--- config.mk ---
export PLATFORM = sky130hd
export DESIGN_NAME = fpfc_chan
export DESIGN_NICKNAME = d
export VERILOG_FILES = /design/src/rtl/fpfc_chan.sv
export SDC_FILE = /design/constraint.sdc
export NUM_CORES = 2
export LEC_CHECK = 0
export BUFFER_PORTS_ARGS = -buffer_cell sky130_fd_sc_hd__buf_2
export CAP_MARGIN = 40
export CORE_MARGIN = 2
export CORE_UTILIZATION = 45
export CTS_CLUSTER_DIAMETER = 30
export DETAILED_ROUTE_END_ITERATION = 12
export PLACE_DENSITY = 0.66
export SETUP_SLACK_MARGIN = 0.15
export SLEW_MARGIN = 10
export SYNTH_ARGS = -nofsm -noshare
export SYNTH_HDL_FRONTEND = slang
export SYNTH_SLANG_ARGS = --single-unit
--- constraint.sdc ---
create_clock -name aclk -period 37 [get_ports aclk]
set_input_delay 9.25 -clock aclk [delete_from_list [all_inputs] [get_ports aclk]]
set_output_delay 9.25 -clock aclk [all_outputs]
set_load 0.05 [all_outputs]
--- src/rtl/fpfc_chan.sv ---
// per-channel correction: offset, gain, floor shift, saturation
// uses fpfc_pkg; registered product, then shift and clamp

module fpfc_chan (
    input  logic                aclk,
    input  logic signed [23:0]  raw,
    input  logic signed [23:0]  zero,
    input  logic signed [23:0]  gain,
    output logic signed [23:0]  corr
);

    logic signed [24:0] diff;
    logic signed [48:0] prod_reg;
    logic signed [32:0] shifted;

    assign diff = 25'(raw) - 25'(zero);

    // product register
    always_ff @(posedge aclk) begin
        prod_reg <= diff * 49'(gain);
    end

    // arithmetic shift floors; then saturate
    assign shifted = 33'(prod_reg >>> 16);
    always_comb begin
        if (shifted > 33'sd8388607)
            corr = 24'sd8388607;
        else if (shifted < -33'sd8388608)
            corr = -24'sd8388608;
        else
            corr = shifted[23:0];
    end

endmodule

# Yosys cells after proc, flatten, opt, wreduce, memory -nomap -nowiden
# Index checks and enable logic that the tools add are counted.
# totals
mem_count,0
latchBits,0
in_bits,73
rom_bits,0
ramBits,0
regBits,49
output_inout_bits,24
# op_classes
shift,0
bitwise,0
add_sub_neg,1
eq_ne,0
n_reduce_logical,0
n_div,0
mux,2
magnitude_cmp,2
multipliers,1
# ops
cell,count
25-bit by 24-bit multiplier with 49-bit output,1
24-bit two-way mux,2
"33-bit by 24-bit > comparator with 1-bit output, second input constant",1
"33-bit by 24-bit < comparator with 1-bit output, second input constant",1
24-bit by 24-bit subtractor with 25-bit output,1

# Logic depth before layout (Yosys ltp)
# logic_depth
ltp_word,3
mapped_depth,40
ltp_nobuf,38

# Least setup slack after synthesis
# OpenSTA, ideal clock, no wires.
# synth_timing
kind,input -> register
startpoint,in zero[7]
endpoint,reg prod_reg[47]
path_slack_ns,18.761
n_path_buf,3
stages,37
arrival_ns,18.167
path_cell_list,inv_1 ha_1 a21o_1 a21o_1 a22o_1 or3_1 o221ai_2 a21oi_2 a41o_1 o311a_1 o22ai_2 buf_6 buf_6 nand2_1 fa_1 inv_1 fa_1 fa_1 clkbuf_1 xor2_1 xnor2_1 fa_1 fa_1 inv_1 fa_1 inv_1 ha_1 a21o_1 a21o_1 a21oi_1 o21ai_0 a21o_1 a21o_1 a21oi_1 o31ai_1 a21oi_1 xnor2_1
# synth_between
elab_chain_cells,2
# synth_lines
element,line_no,text
"start, declared",7,"input logic signed [23:0] zero,"
24-bit by 24-bit subtractor with 25-bit output,16,assign diff = 25'(raw) - 25'(zero);
25-bit by 24-bit multiplier with 49-bit output,20,prod_reg <= diff * 49'(gain);
"end signal, assigned",20,
"end, declared",13,logic signed [48:0] prod_reg;
# Every way passes these cells.

# Final worst setup path
# layout_timing
startpoint,in raw[7]
endpoint,reg prod_reg[47]
# layout_between
elab_chain_cells,2
# layout_lines
element,line_no,text
"start, declared",6,"input logic signed [23:0] raw,"
24-bit by 24-bit subtractor with 25-bit output,16,
25-bit by 24-bit multiplier with 49-bit output,20,
# Every way passes these cells.

==> results.tsv <==
metric	value	unit
fin_crit_sh	51.5	%
avgSynthCellArea	9.13	sq um
drt_iter0_markers	847	
cp-start-kind	primary input	
yosysWarnings	0	
numCtsBuffers	5	
clockRootBuffer	clkbuf_16	
drt_pass1_iterations	5	
syn_area	23500	sq um
synthArstFlopShare	0	%
drv_cap	0	
outcome	complete, no violations	
ys_types	50	
fillers	4817	
grt_pass1_vias	19400	
io_pins	97	
synthCells	2569	
max_freq	0.0524	GHz
synth_top_area_share	53.0	%
wl_per_cell	18.1	microns
worstMarginPinSlew	827	ps
max_stage_delay	710	ps
dieHeight	232	microns
rsz0062_at_grt	no	
synth_area_leader_cell	fa_1	
min_from	prod_reg[48]$_DFF_P_	
drc	0	
finalSetupViolations	0	
synthFlopType	dfxtp_1	
rows	83	
grt_max_degree	39	
cts_tree	built	
die_area	54000	sq um
grt_overflow_total	0	
vias	16900	
cp-end-kind	register	
wl	59100	microns
max_slew_margin	44.9	%
numClockSinks	33	
syn_nets	3421	
crit_required	37220	ps
gp_congestion	0.877	
hold_violations	0	
area_delta_synth_final	6.38	%
viasPerCell	5.16	
clk_pin_slew	60	ps
track_usage	23.7	%
final_antenna_net_count	0	
synth_area_leaders	fa_1 53%, inv_1 11%, ha_1 8.4%, and2_1 6.6%, nand2_1 5.4%	
crit_family	adder cells	
drv_slew	0	
largest_reg_flops	33	
ys_seq_area_share	2.82	%
cp_slowest_cell	fa_1	
antenna_cells	0	
synth-edff-count	0	
portBuffers	96	
core	51400	sq um
drive_gt1_share	6.02	%
setup-tns-final	0	ps
crit_buf_inv	5	
hold_buffers	0	
multi_input_area	20000	sq um
antenna_found_initial	1	
cp.arrival	19280	ps
ys_ff_latch	33	
whs_path_depth	1	
ctsResizeCount	0	
dp_hpwl	47400	microns
worst_path_most_repeated_cell	fa_1	
clock_path_buffers	2	
initial_utilization	45.6	%
hold_class	reg -> out	
seq_area	661	sq um
h-tree-depth	2	
post_cts_buffers	0	
min_to	corr[23]	
worst-path-max-fanout	38	
grt_first_pass_wirelength	99300	microns
die_w	232	microns
fin_nets	3444	
min_period	19070	ps
crit_type	in -> reg	
-- kinds of logic (layout without fill, tap and decap cells) --
family                   after synthesis  after routing  share of synthesized area (%)
AND/OR/NAND/NOR                      724            724                           15.2
multiplexers                           2              2                         0.0907
XOR/XNOR                              79             79                           2.95
flip-flops                            33             33                           2.82
adder cells (fa/ha/maj)              779            779                           61.4
buffers and inverters                782            806                           12.6
AO/OA/AOI/OAI                        170            170                           4.86
-- synth_stat cells, drive strengths merged (2+ instances only) --
| cell | number |
|---|---|
| dfxtp | 33 |
| a22o | 2 |
| or2 | 2 |
| nor2 | 41 |
| o31ai | 2 |
| clkinv | 3 |
| nand4 | 5 |
| nand2b | 24 |
| o311a | 2 |
| clkbuf | 101 |
| inv | 672 |
| nand2 | 335 |
| a21o | 55 |
| o21bai | 6 |
| fa | 621 |
| nor3 | 7 |
| and2 | 246 |
| a21oi | 47 |
| nor4 | 3 |
| xnor2 | 55 |
| buf | 6 |
| o21ai | 22 |
| o21a | 5 |
| and3 | 4 |
| a2111oi | 2 |
| a21boi | 4 |
| o221ai | 2 |
| xor2 | 24 |
| a31oi | 3 |
| nand3 | 13 |
| a22oi | 8 |
| a211oi | 3 |
| nor2b | 37 |
| or3 | 4 |
| nand4b | 3 |
| ha | 158 |
-- placed cells by master, fill, tap and decap left out, drive strengths merged, types with 33 or more instances in the layout --
cell and instances:
a21o 55, a21oi 47, and2 246, buf 123, dfxtp 33, fa 621, ha 158, inv 672
nand2 335, nor2 41, nor2b 37, xnor2 55
-- metrics by stage --
stage | std cells | hold slack (ps) | setup slack [ps] | cell area (sq um) | utilization, %
2_1_floorplan | 2569 | 9820 | 18760 | 23500 | -
3_3_place_gp | 3263 | 9850 | 17820 | 24700 | 48.1
3_5_place_dp | 3265 | 9850 | 17710 | 24800 | 48.2
4_1_cts | 3273 | 10160 | 17970 | 25000 | 48.5
5_1_grt | 3273 | 10180 | 17290 | 25000 | 48.5
6_report | 3273 | 10140 | 17930 | 25000 | 48.5
-- area by class of cell --
cell class | instances | share of cell area (%)
clock inverters | 2 | 0.150
clock buffers | 6 | 0.557
multi-input cells | 1754 | 80.2
well taps | 680 | 3.41
flip-flops and latches | 33 | 2.65
inverters | 675 | 10.2
repair buffers | 123 | 2.85
-- worst max path at each step --
stage / from / to / slack (ps) / cells past startpoint
final: raw[7] / prod_reg[47]$_DFF_P_ / 17930 / 33
after global routing: raw[7] / prod_reg[47]$_DFF_P_ / 17290 / 33
after CTS: raw[7] / prod_reg[48]$_DFF_P_ / 17970 / 33
after detailed placement: raw[7] / prod_reg[48]$_DFF_P_ / 17710 / 33
after global placement: zero[7] / prod_reg[47]$_DFF_P_ / 17820 / 34
after floorplan: zero[7] / prod_reg[47]$_DFF_P_ / 18760 / 37
-- layer usage --
metal | vias up | track usage (%) | part of all wire, %
li1 | 7411 | - | -
met1 | 8812 | 28.5 | 38
met2 | 520 | 43.6 | 52
met3 | 131 | 2.49 | 5.2
met4 | 2 | 8.83 | 4.4
met5 | - | 0 | 0.022
Power is not shown: default switching activity piles up to over one toggle a cycle in this logic, so the estimate is an artifact.
