==> config.mk <==
export PLATFORM = sky130hd
export DESIGN_NAME = fpfc_div
export DESIGN_NICKNAME = d
export VERILOG_FILES = /design/src/rtl/fpfc_pkg.sv /design/src/rtl/fpfc_div.sv
export SDC_FILE = /design/constraint.sdc
export NUM_CORES = 1
export LEC_CHECK = 0
export BUFFER_PORTS_ARGS = -buffer_cell sky130_fd_sc_hd__buf_2
export CAP_MARGIN = 15
export CORE_UTILIZATION = 52
export CTS_BUF_LIST = sky130_fd_sc_hd__clkbuf_8
export CTS_CLUSTER_SIZE = 30
export DETAILED_ROUTE_END_ITERATION = 8
export HOLD_SLACK_MARGIN = 0.12
export PLACE_DENSITY = 0.82
export REMOVE_ABC_BUFFERS = 1
export SYNTH_ARGS = -nofsm -noshare
export SYNTH_HDL_FRONTEND = slang
export SYNTH_SLANG_ARGS = --single-unit
export TNS_END_PERCENT = 30
==> constraint.sdc <==
create_clock -name aclk -period 2.9 [get_ports aclk]
set_input_delay 0.435 -clock aclk [delete_from_list [all_inputs] [get_ports aclk]]
set_output_delay 0.435 -clock aclk [all_outputs]
set_load 0.05 [all_outputs]
==> src/rtl/fpfc_pkg.sv <==
// shared types and constants for the foot pressure filter core
// no dependencies

package fpfc_pkg;

    localparam int NCH       = 4;
    localparam int WINDOW    = 8;
    localparam int SLOT_W    = (WINDOW > 1) ? $clog2(WINDOW) : 1;
    localparam int SUM_W     = 24 + $clog2(WINDOW) + 1;
    localparam int COP_MIN_TOTAL = 256;
    localparam int COP_X_UM  = 85000;
    localparam int COP_Y_UM  = 45000;
    localparam int DIV_W     = 43;  // magnitude of numerator * 85000
    localparam int CH_W      = 2;

    typedef enum logic [2:0] {
        ST_IDLE,
        ST_READ,
        ST_CHAN,
        ST_DIVX,
        ST_DIVY,
        ST_OUT
    } state_t;

    typedef struct packed {
        logic              start;
        logic              sign;
        logic [DIV_W-1:0]  num;
        logic [24:0]       den;
    } div_req_t;

    typedef struct packed {
        logic              done;
        logic [DIV_W-1:0]  quo;
    } div_rsp_t;

endpackage

==> src/rtl/fpfc_div.sv <==
// radix-2 restoring divider for the center of pressure quotients
// uses fpfc_pkg; one quotient bit per cycle, result truncated toward zero

module fpfc_div (
    input  logic                aclk,
    input  logic                aresetn,
    input  fpfc_pkg::div_req_t  req,
    output fpfc_pkg::div_rsp_t  rsp
);

    localparam int CNT_W = $clog2(fpfc_pkg::DIV_W + 1);

    logic [fpfc_pkg::DIV_W-1:0] quo_reg, quo_next;
    logic [24:0]                rem_reg, rem_next;
    logic [24:0]                den_reg, den_next;
    logic                       sign_reg, sign_next;
    logic [CNT_W-1:0]           cnt_reg, cnt_next;
    logic                       busy_reg, busy_next;
    logic                       done_reg, done_next;
    logic [25:0]                trial;
    logic [fpfc_pkg::DIV_W-1:0] mag;

    // one shift-subtract step per cycle
    always_comb begin
        quo_next  = quo_reg;
        rem_next  = rem_reg;
        den_next  = den_reg;
        sign_next = sign_reg;
        cnt_next  = cnt_reg;
        busy_next = busy_reg;
        done_next = 1'b0;
        trial     = {rem_reg, quo_reg[fpfc_pkg::DIV_W-1]};
        if (req.start) begin
            quo_next  = req.num;
            rem_next  = '0;
            den_next  = req.den;
            sign_next = req.sign;
            cnt_next  = CNT_W'(fpfc_pkg::DIV_W);
            busy_next = 1'b1;
        end else if (busy_reg) begin
            quo_next = {quo_reg[fpfc_pkg::DIV_W-2:0], 1'b0};
            if (trial >= {1'b0, den_reg}) begin
                rem_next    = 25'(trial - {1'b0, den_reg});
                quo_next[0] = 1'b1;
            end else begin
                rem_next = trial[24:0];
            end
            cnt_next = cnt_reg - 1'b1;
            if (cnt_reg == CNT_W'(1)) begin
                busy_next = 1'b0;
                done_next = 1'b1;
            end
        end
    end

    always_ff @(posedge aclk) begin
        if (!aresetn) begin
            busy_reg <= 1'b0;
            done_reg <= 1'b0;
            cnt_reg  <= '0;
        end else begin
            busy_reg <= busy_next;
            done_reg <= done_next;
            cnt_reg  <= cnt_next;
        end
        quo_reg  <= quo_next;
        rem_reg  <= rem_next;
        den_reg  <= den_next;
        sign_reg <= sign_next;
    end

    assign mag      = quo_reg;
    assign rsp.done = done_reg;
    assign rsp.quo  = sign_reg ? (~mag + 1'b1) : mag;

endmodule

=== Word-level counts from Yosys, hierarchy flattened ===
Index checks and enable logic that the tools add are counted.
Widths: inputs -> output; s select.

* Bitwise operators: 3
* Multiplexer cells: 11
* $add $sub $neg: 3
* $lt $le $gt $ge: 1
* Equal/unequal tests: 1
* Reduce and logical (&&, ||, !) cells: 3

{| class="wikitable"
|+ Operators with widths
! operator !! count
|-
| $mux 43 || 3
|-
| $add 43x1->43 const B || 1
|-
| $not 43->43 || 1
|-
| $ge 26x25->1 || 1
|-
| $mux 25 || 1
|-
| $sub 25x25->25 || 1
|-
| $mux 6 || 2
|-
| $eq 6x1->1 const B || 1
|-
| $sub 6x1->6 const B || 1
|-
| $mux 1 || 5
|-
| $reduce_or 3->1 || 1
|-
| $not 1->1 || 2
|-
| $reduce_bool 2->1 || 1
|-
| $reduce_or 2->1 || 1
|}

* Output and inout bits: 44
* Logic and storage cells: 30
* Bits in registers: 102

=== Logic depth before layout (Yosys ltp) ===
Gate-level depths: netlist (run 1).

* Word-level depth: 4
* Mapped depth: 14
* Gate-level depth less buffers: 12

=== Least setup slack after synthesis (run 1) ===
OpenSTA, ideal clock, no wires.

* Kind: reg2out
* Start: register quo_reg, in the netlist mag[23]
* End: output rsp[39] (netlist name)
* Path buffers: 0
* Stages on the path, launching flop included: 9
* Setup slack: -446 ps
* Arrival: 2,911 ps
* Data required time: 2,465 ps
* Path through: edfxtp_1 > or4_1 > or2_1 > nor4_2 > nand2_1 > or2_4 > or4_4 > o41ai_2 > xnor2_1

{| class="wikitable"
|+ RTL lines
! what !! line !! source
|-
| start, declared || fpfc_div.sv:13 || <nowiki>logic [fpfc_pkg::DIV_W-1:0] quo_reg, quo_next;</nowiki>
|-
| start signal, assigned || fpfc_div.sv:66 || <nowiki>quo_reg <= quo_next;</nowiki>
|-
| end, declared || fpfc_div.sv:8 || <nowiki>output fpfc_pkg::div_rsp_t rsp</nowiki>
|}

==> flow_summary.yaml, run 1 <==
drt:
  routedWlPerCell_um: 18.2
  drt_pass1_iterations: 9
  num_vias: 5381
  antenna_left: 0
  drt_iter0_markers: 296
  drt-vias-per-instance: 5.77
  wl_um: 17000
  drcViolationCount: 2
synth:
  synth-seq-area-share: 0.437
  async_flop_share: 0
  syn_area_sq_mm: 0.00625
  synth-edff-count: 69
  ys.flop_type: "edfxtp_1"
  synthTopCellsByArea: "edfxtp_1 33%, dfxtp_1 11%, xnor2_1 8.0%"
  yosysWarnings: 0
  synth_cell_type_count: 57
  synth_top_area_frac: 0.332
  synth_area_leader_cell: "edfxtp_1"
  synth_cells: 617
  synth_area_per_cell_sq_um: 10.1
  ys_seq_elements: 102
timing:
  tns_ps: -12500
  max_freq_ghz: 0.260
  drv_slew: 0
  min_period_ps: 3840
  tightest_slew_ps: 596
  rsz0062_at_grt: "true"
  hold_viol: 0
  setup_ws_ps: -940
  fin_crit_sh: 1.32
  setup_viol: 27
  skew_ps: 17.4
  slew_headroom: 0.603
  whs_ps: 200
worst_setup_path:
  crit_family: "simple AND/OR/NAND/NOR gates"
  required_ps: 2470
  cp_cell_sequence: "or4_4 -> or2_4 -> nor4_4 -> nand2_1 -> or2_4 -> or4_4 -> buf_4 -> o21ai_2 -> xnor2_1 -> buf_4"
  cp-start-kind: "flip-flop"
  path_buf_inv: 2
  cp-end-kind: "output port"
  reg2reg_slack_ps: 150
  arrival_ps: 3410
  worstPathMaxFanout: 5
  critPathKind: "flip-flop to output port"
  cpMaxStageDelayCell: "or4_4"
  r2r_start: "mag[42]"
  r2r-end: "rem_reg[10]"
  crit_start: "mag[23]"
  worstRegToRegCells: 13
  slowest_delay_ps: 550
die:
  dieArea_sq_mm: 0.0125
  dieHeight_um: 112
  die_w_um: 112
  core_sq_mm: 0.0116
  start_util: 0.540
  top_level_ports: 116
  rows: 39
clock_network:
  cts_buffer_depth: 2
  clk_latency_ps: 400
  cts_root_buffer: "clkbuf_8"
  numCtsBuffers: 9
  cts_tree: "yes"
  holdBufCountCts: 0
  clk_pin_slew_worst_paths_ps: 110
  htreeDepth: 3
  cts.sinks: 102
placement:
  place_ws_ps: -476
  place_area_sq_mm: 0.00737
  routabilityCongestion: 0.876
  place.port_buffers: 115
  dpl.hpwl_um: 11400
  post-place-cells: 914
grt:
  grt_pass1_wl_um: 26400
  grt_overflow_total: 0
  antenna_found_initial: 0
  track_usage: 0.270
  grt_pass1_vias: 5414
  grt_max_degree: 49
status:
  status: "complete, but fails checks"
  violations: "design-rule violations, negative setup slack"
finish:
  largest_register_ffs: 43
  synthToLayoutAreaGrowth_pct: 28.8
  final_cells: 932
  fin_nets: 885
  final_layout_size_suffix_gt1_frac: 0.383
  final_area_sq_mm: 0.00805
  diodes: 0
min_path:
  holdPathEnd: "den_reg[23]"
  worstHoldStart: "req[23]"
  hold_path_class: "input port to flip-flop"
  worstHoldPathCells: 1
pwr:
  p_per_area_mw_per_mm2: 517
  vdd_ir_drop_max_uv: 641
  p_leak_nw: 3.28
flow_run:
  cap_violations: 0
==> cells by family after synthesis <==
group	Yosys count	share of synthesized area
buffers and inverters	68	0.0451
adders and majority gates	29	0.0593
AOI/OAI and AO/OA	145	0.147
DFF	102	0.437
and+or+nand+nor	155	0.127
muxes	53	0.0931
xor gates and xnor gates	65	0.0911
==> cells in the final DEF (no fill, tap or decap), types with 4 or more instances in the layout <==
cell      netlist  final
inv_1          43     42
a21oi_1        33     32
dfxtp_1        33     33
mux2i_1        12     12
edfxtp_1       69     69
buf_6           1      9
nand3_1         8      7
o21bai_1        4      4
o21ai_2         0      8
a211oi_1        9      7
nor3_1          9      7
clkbuf_8        1      9
mux2_2         41     41
o21a_1          6      6
xnor2_2         0      6
buf_4           2     92
nand4_1         6      6
xnor2_1        57     51
or4_4           4      6
nor2_1         33     33
ha_1           28     28
nand2b_1        7      7
a31oi_1         6      5
a21o_1          4      4
xor2_1          8      8
a32oi_1         4      4
o21ai_0        47     35
nand2_1        54     49
buf_2           1     80
o31ai_1        14      4
o31ai_4         0      7
==> worst reg2reg max path, cell delays in order, from the launching register on <==
cell      delay (ps)
edfxtp_1         400
inv_1             70
ha_1             160
inv_1             50
fa_1             400
a211oi_2         250
o21ai_1          120
nand3_2          100
a21oi_2           70
o21ba_2          250
and2_1           210
buf_4            210
mux2i_1          130
a211oi_1         230
==> what timing repair did <==
action                     CTS  global route
resized for setup           81            41
setup endpoints to repair   33            58
buffers inserted             1             1
pin swaps                   16            13
==> where the power goes <==
part,leakage (nW),switching [mW],internal (mW)
Combinational,2.23,0.947,0.575
Clock,0.0879,0.533,0.321
Sequential,0.958,0.0898,1.69
Total,3.28,1.57,2.59
==> layer usage <==
layer / track usage / wire (um) / vias up
li1: - / - / 2576
met1: 0.319 / 6800 / 2563
met2: 0.465 / 8570 / 206
met3: 0.0702 / 1160 / 36
met4: 0.112 / 439 / 0
met5: 0 / 0 / -
==> through the flow <==
step	util	total power, mW
2_1_floorplan	-	2.72
3_3_place_gp	0.637	3.11
3_5_place_dp	0.637	3.15
4_1_cts	0.680	4.09
5_1_grt	0.696	4.33
6_report	0.696	4.16
==> synth_stat cells (6+ instances only) <==
library cell	count
xor2_1	8
xnor2_1	57
nand2_1	54
a21oi_1	33
o31ai_1	14
mux2i_1	12
a211oi_1	9
inv_1	43
o21a_1	6
mux2_2	41
nor3_1	9
ha_1	28
o21ai_0	47
nand2b_1	7
nand4_1	6
nor2_1	33
edfxtp_1	69
nand3_1	8
a31oi_1	6
dfxtp_1	33
clkbuf_1	17
==> layout make-up <==
type,instances,area (sq um)
clock buffer,9,124
sequential,102,2730
clock inverter,7,53.8
fill,829,3510
timing repair buffer,181,1190
multi-input combinational,447,3610
inverter,43,161
tap,143,179
==> how the worst max path moves through the flow <==
stage,end,slack [ps],cells after the start
after floorplan,rsp[39],-450,8
after global placement,rsp[39],-420,9
after detailed placement,rsp[38],-480,9
after CTS,rsp[42],-780,9
after global routing,rsp[39],-1030,9
final,rsp[40],-940,10
No activity file was read; power rests on OpenSTA's default activity.
==> inputs of run 2 (changes only) <==
- CORE_MARGIN: not set -> 2
- SETUP_SLACK_MARGIN: not set -> 0.02
==> flow_summary.yaml, run 2 (synthesis gave the netlist of run 1 again) <==
clock_network:
  numCtsBuffers: 9
  clk_pin_slew_worst_paths_ps: 110
  clk_latency_ps: 390
  htreeDepth: 3
  cts_buffer_depth: 2
  cts.sinks: 102
  cts_root_buffer: "clkbuf_8"
  cts_tree: "yes"
finish:
  utilization: 0.660
  diodes: 0
  final_layout_size_suffix_gt1_frac: 0.352
  final_cell_mix: "90 x buf_4, 80 x buf_2, 69 x edfxtp_1"
  largest_register_ffs: 43
  fin_nets: 880
  final_common_cell: "buf_4"
  synthToLayoutAreaGrowth_pct: 25.3
worst_setup_path:
  cpMaxStageDelayCell: "or4_4"
  cp-start-kind: "flip-flop"
  worstRegToRegCells: 13
  critPathKind: "flip-flop to output port"
  cp-end-kind: "output port"
  cp_cell_sequence: "or4_4 -> or2_1 -> nor4_2 -> nand2_1 -> or2_4 -> or4_4 -> o41ai_4 -> xnor2_1 -> buf_4"
  worstPathMaxFanout: 5
  r2r_start: "mag[42]"
  required_ps: 2470
  r2r-end: "rem_reg[10]"
  arrival_ps: 3290
  endpoint: "rsp[39]"
  cp_common_cell: "or4_4"
  crit_start: "mag[24]"
  reg2reg_slack_ps: 120
  slowest_delay_ps: 540
pwr:
  vdd_ir_drop_max_uv: 403
  p_int_mw: 2.55
  p_per_area_mw_per_mm2: 519
  combPwrFrac: 0.362
  p_seq_frac: 0.436
  pwr-share-clk: 0.202
  p_leak_nw: 3.19
  p_total_mw: 4.06
  power.switching_mw: 1.51
  swShare: 0.371
grt:
  track_usage: 0.246
  grt_overflow_total: 0
  antenna_found_initial: 0
  grt_pass1_wl_um: 25200
  grt_max_degree: 44
  grt_pass1_vias: 5277
die:
  start_util: 0.527
  rows: 40
  die_w_um: 114
  dieArea_sq_mm: 0.0129
  dieHeight_um: 114
  top_level_ports: 116
  core_sq_mm: 0.0119
placement:
  place_ws_ps: -470
  dpl.hpwl_um: 11100
  routabilityCongestion: 0.920
  place.port_buffers: 115
flow_run:
  cap_violations: 0
timing:
  max_freq_ghz: 0.268
  slew_headroom: 0.618
  fin_crit_sh: 1.29
  skew_ps: 16.4
  tightest_slew_ps: 572
  setup_viol: 32
  min_period_ps: 3730
  setup_ws_ps: -830
  tns_ps: -13060
  rsz0062_at_grt: "true"
  whs_ps: 207
  hold_viol: 0
  drv_slew: 0
status:
  violations: "negative setup slack"
  status: "complete, but fails checks"
drt:
  num_vias: 5366
  wl_um: 16000
  routedWlPerCell_um: 17.2
  drt_iter0_markers: 263
  drt_pass1_iterations: 5
  drcViolationCount: 0
  antenna_left: 0
  drt-vias-per-instance: 5.76
min_path:
  hold_path_class: "input port to flip-flop"
  worstHoldPathCells: 1
==> run 2: cell count changes in the layout (fill, tap and decap cells not counted), sizes merged <==
cell and delta:
clkbuf +1, buf -6, clkinvlp -1, clkinv -1, inv +2
==> run 2: worst min-delay path by stage <==
stage | slack (ps) | to | start
after floorplan | 440 | rem_reg[24] | rem_reg[24]
after global placement | 450 | rem_reg[24] | rem_reg[24]
after detailed placement | 480 | rem_reg[11] | rem_reg[11]
after CTS | 200 | den_reg[1] | req[1]
after global routing | 200 | sign_reg | req[68]
final | 210 | den_reg[1] | req[1]
==> run 2: repair_timing <==
item	in CTS	in global routing
setup buffers	1	2
endpoints found under the setup margin	37	60
hold buffers	0	0
resized for setup	63	24
pin swaps	14	12
==> run 2: power by group through the flow <==
stage	clock, mW	sequential [mW]	combinational [mW]
2_1_floorplan	0	1.83	0.894
3_3_place_gp	0	1.79	1.31
3_5_place_dp	0	1.80	1.34
4_1_cts	0.840	1.77	1.42
5_1_grt	0.896	1.79	1.56
6_report	0.821	1.77	1.47
==> run 2: cell type report <==
cell class,instances,area [sq um]
clock inverters,7,42.5
well taps,147,184
fillers,880,4030
multi-input cells,447,3450
clock buffers,9,124
repair buffers,176,1140
inverters,43,161
flip-flops and latches,102,2730
==> run 2: through the flow <==
stage	cells	area (sq um)
floorplan	592	6130
CTS	929	7720
global placement	912	7330
global route	931	7830
detailed placement	912	7330
finish	931	7830
==> run 2: metal layers <==
metal	track usage	vias up	part of all wire
met4	0.111	0	0.028
li1	-	2571	-
met1	0.302	2545	0.40
met3	0.0526	37	0.067
met2	0.417	213	0.50
met5	0	-	0
==> run 2: worst max-delay path: cells and delay by family, from the launching register on <==
kind | cells | cell delay (ps)
XOR/XNOR | 1 | 150
AND/OR/NAND/NOR | 6 | 1820
AO/OA/AOI/OAI | 1 | 310
flip-flops | 1 | 410
buffers and inverters | 1 | 210
==> inputs of run 3 (changes only) <==
- CORE_ASPECT_RATIO: not set -> 0.75
==> flow_summary.yaml, run 3 (synthesis gave the netlist of run 1 again) <==
finish:
  final_cells: 952
  largest_register_ffs: 43
  synthToLayoutAreaGrowth_pct: 27.7
  fin_nets: 886
  final_cell_mix: "92 x buf_4, 81 x buf_2, 69 x edfxtp_1"
  final_common_cell: "buf_4"
  final_layout_size_suffix_gt1_frac: 0.353
  fill_cells: 901
  diodes: 0
drt:
  wl_um: 16600
  drt_pass1_iterations: 4
  dr_wl_met2_um: 7930
  drcViolationCount: 0
  drt-vias-per-instance: 5.63
  routedWlPerCell_um: 17.5
  wl_met3_um: 1180
  drt_iter0_markers: 279
  antenna_left: 0
  routed.top_layer: "met4"
  met1_length_um: 7210
  num_vias: 5361
clock_network:
  holdBufCountCts: 0
  htreeDepth: 3
  numCtsBuffers: 9
  cts_buffer_depth: 2
  clk_pin_slew_worst_paths_ps: 110
  cts_root_buffer: "clkbuf_8"
  cts.sinks: 102
  cts_tree: "yes"
  clk_latency_ps: 370
worst_setup_path:
  worstRegToRegCells: 13
  r2r-end: "rem_reg[10]"
  cpMaxStageDelayCell: "or4_1"
  worstSetupPathDepth: 10
  endpoint: "rsp[41]"
  required_ps: 2470
  r2r_start: "mag[42]"
  reg2reg_slack_ps: 170
  critPathKind: "flip-flop to output port"
  slowest_delay_ps: 530
  arrival_ps: 3290
  cp_cell_sequence: "or4_1 -> or2_1 -> nor4_2 -> nand2_1 -> or2_4 -> or4_4 -> buf_4 -> o21ai_4 -> xnor2_2 -> buf_6"
  crit_family: "simple AND/OR/NAND/NOR gates"
  cp-end-kind: "output port"
  cp-start-kind: "flip-flop"
  crit_start: "mag[24]"
  path_buf_inv: 2
  worstPathMaxFanout: 5
placement:
  dpl.hpwl_um: 11700
  post-place-cells: 930
  place.port_buffers: 115
  routabilityCongestion: 0.928
pwr:
  vdd_ir_drop_max_uv: 384
  p_leak_nw: 3.27
  p_per_area_mw_per_mm2: 535
  p_int_mw: 2.74
  pwr-share-clk: 0.235
  combPwrFrac: 0.351
  p_seq_frac: 0.415
  power.switching_mw: 1.52
  swShare: 0.357
grt:
  antenna_found_initial: 1
  track_usage: 0.260
  grt_pass1_vias: 5400
  grt_overflow_total: 0
  grt_max_degree: 92
  grt_pass1_wl_um: 26500
flow_run:
  cap_violations: 0
min_path:
  hold_path_class: "input port to flip-flop"
timing:
  skew_ps: 13.4
  hold_viol: 0
  slew_headroom: 0.519
  min_period_ps: 3730
  tns_ps: -12250
  max_freq_ghz: 0.268
  drv_slew: 0
  fin_crit_sh: 1.28
  rsz0062_at_grt: "true"
  setup_ws_ps: -825
  setup_viol: 27
  tightest_slew_ps: 717
die:
  dieHeight_um: 98.9
  die_w_um: 131
  rows: 34
  dieArea_sq_mm: 0.0129
  core_sq_mm: 0.0117
  top_level_ports: 116
  start_util: 0.536
status:
  violations: "negative setup slack"
  status: "complete, but fails checks"
## run 3: what timing repair did
item | CTS | global route
pin swaps | 5 | 12
setup endpoints to repair | 35 | 60
setup buffers | 2 | 4
gates resized for setup | 60 | 32
## run 3: metal layers
| metal | global-route usage | vias up |
|---|---|---|
| met5 | 0 | - |
| met4 | 0.0892 | 0 |
| met3 | 0.0673 | 26 |
| met2 | 0.421 | 218 |
| met1 | 0.338 | 2538 |
| li1 | - | 2579 |
## run 3: stage by stage
| step | worst slack (ps) | hold WS [ps] | utilization | power [mW] | instance area, sq um |
|---|---|---|---|---|---|
| detailed placement | -538 | 481 | 0.634 | 3.16 | 7390 |
| CTS | -849 | 220 | 0.670 | 4.22 | 7810 |
| global placement | -427 | 461 | 0.634 | 3.12 | 7390 |
| finish | -825 | 233 | 0.685 | 4.27 | 7980 |
| floorplan | -446 | 437 | - | 2.72 | 6130 |
| global route | -931 | 209 | 0.685 | 4.44 | 7980 |
## run 3: power by group through the flow
stage,sequential [mW],combinational [mW],clock [mW]
final,1.77,1.50,1.00
after global routing,1.79,1.59,1.07
after CTS,1.77,1.44,1.01
after detailed placement,1.80,1.36,0
after global placement,1.79,1.33,0
after floorplan,1.83,0.894,0
## run 3: worst min path at each step
stage | cells past startpoint | end | slack (ps) | start
4_1_cts | 1 | den_reg[3] | 220 | req[3]
3_3_place_gp | 2 | rem_reg[24] | 460 | rem_reg[24]
6_report | 1 | den_reg[3] | 230 | req[3]
3_5_place_dp | 2 | rem_reg[16] | 480 | rem_reg[16]
2_1_floorplan | 2 | rem_reg[24] | 440 | rem_reg[24]
5_1_grt | 1 | den_reg[1] | 210 | req[1]
## run 3: area by class of cell
type	count	area, sq um	share of cell area
multi-input combinational	447	3460	0.433
sequential	102	2730	0.342
timing repair buffer	182	1210	0.152
tap	162	203	0.0254
inverter	43	161	0.0202
clock buffer	9	124	0.0155
clock inverter	7	88.8	0.0111
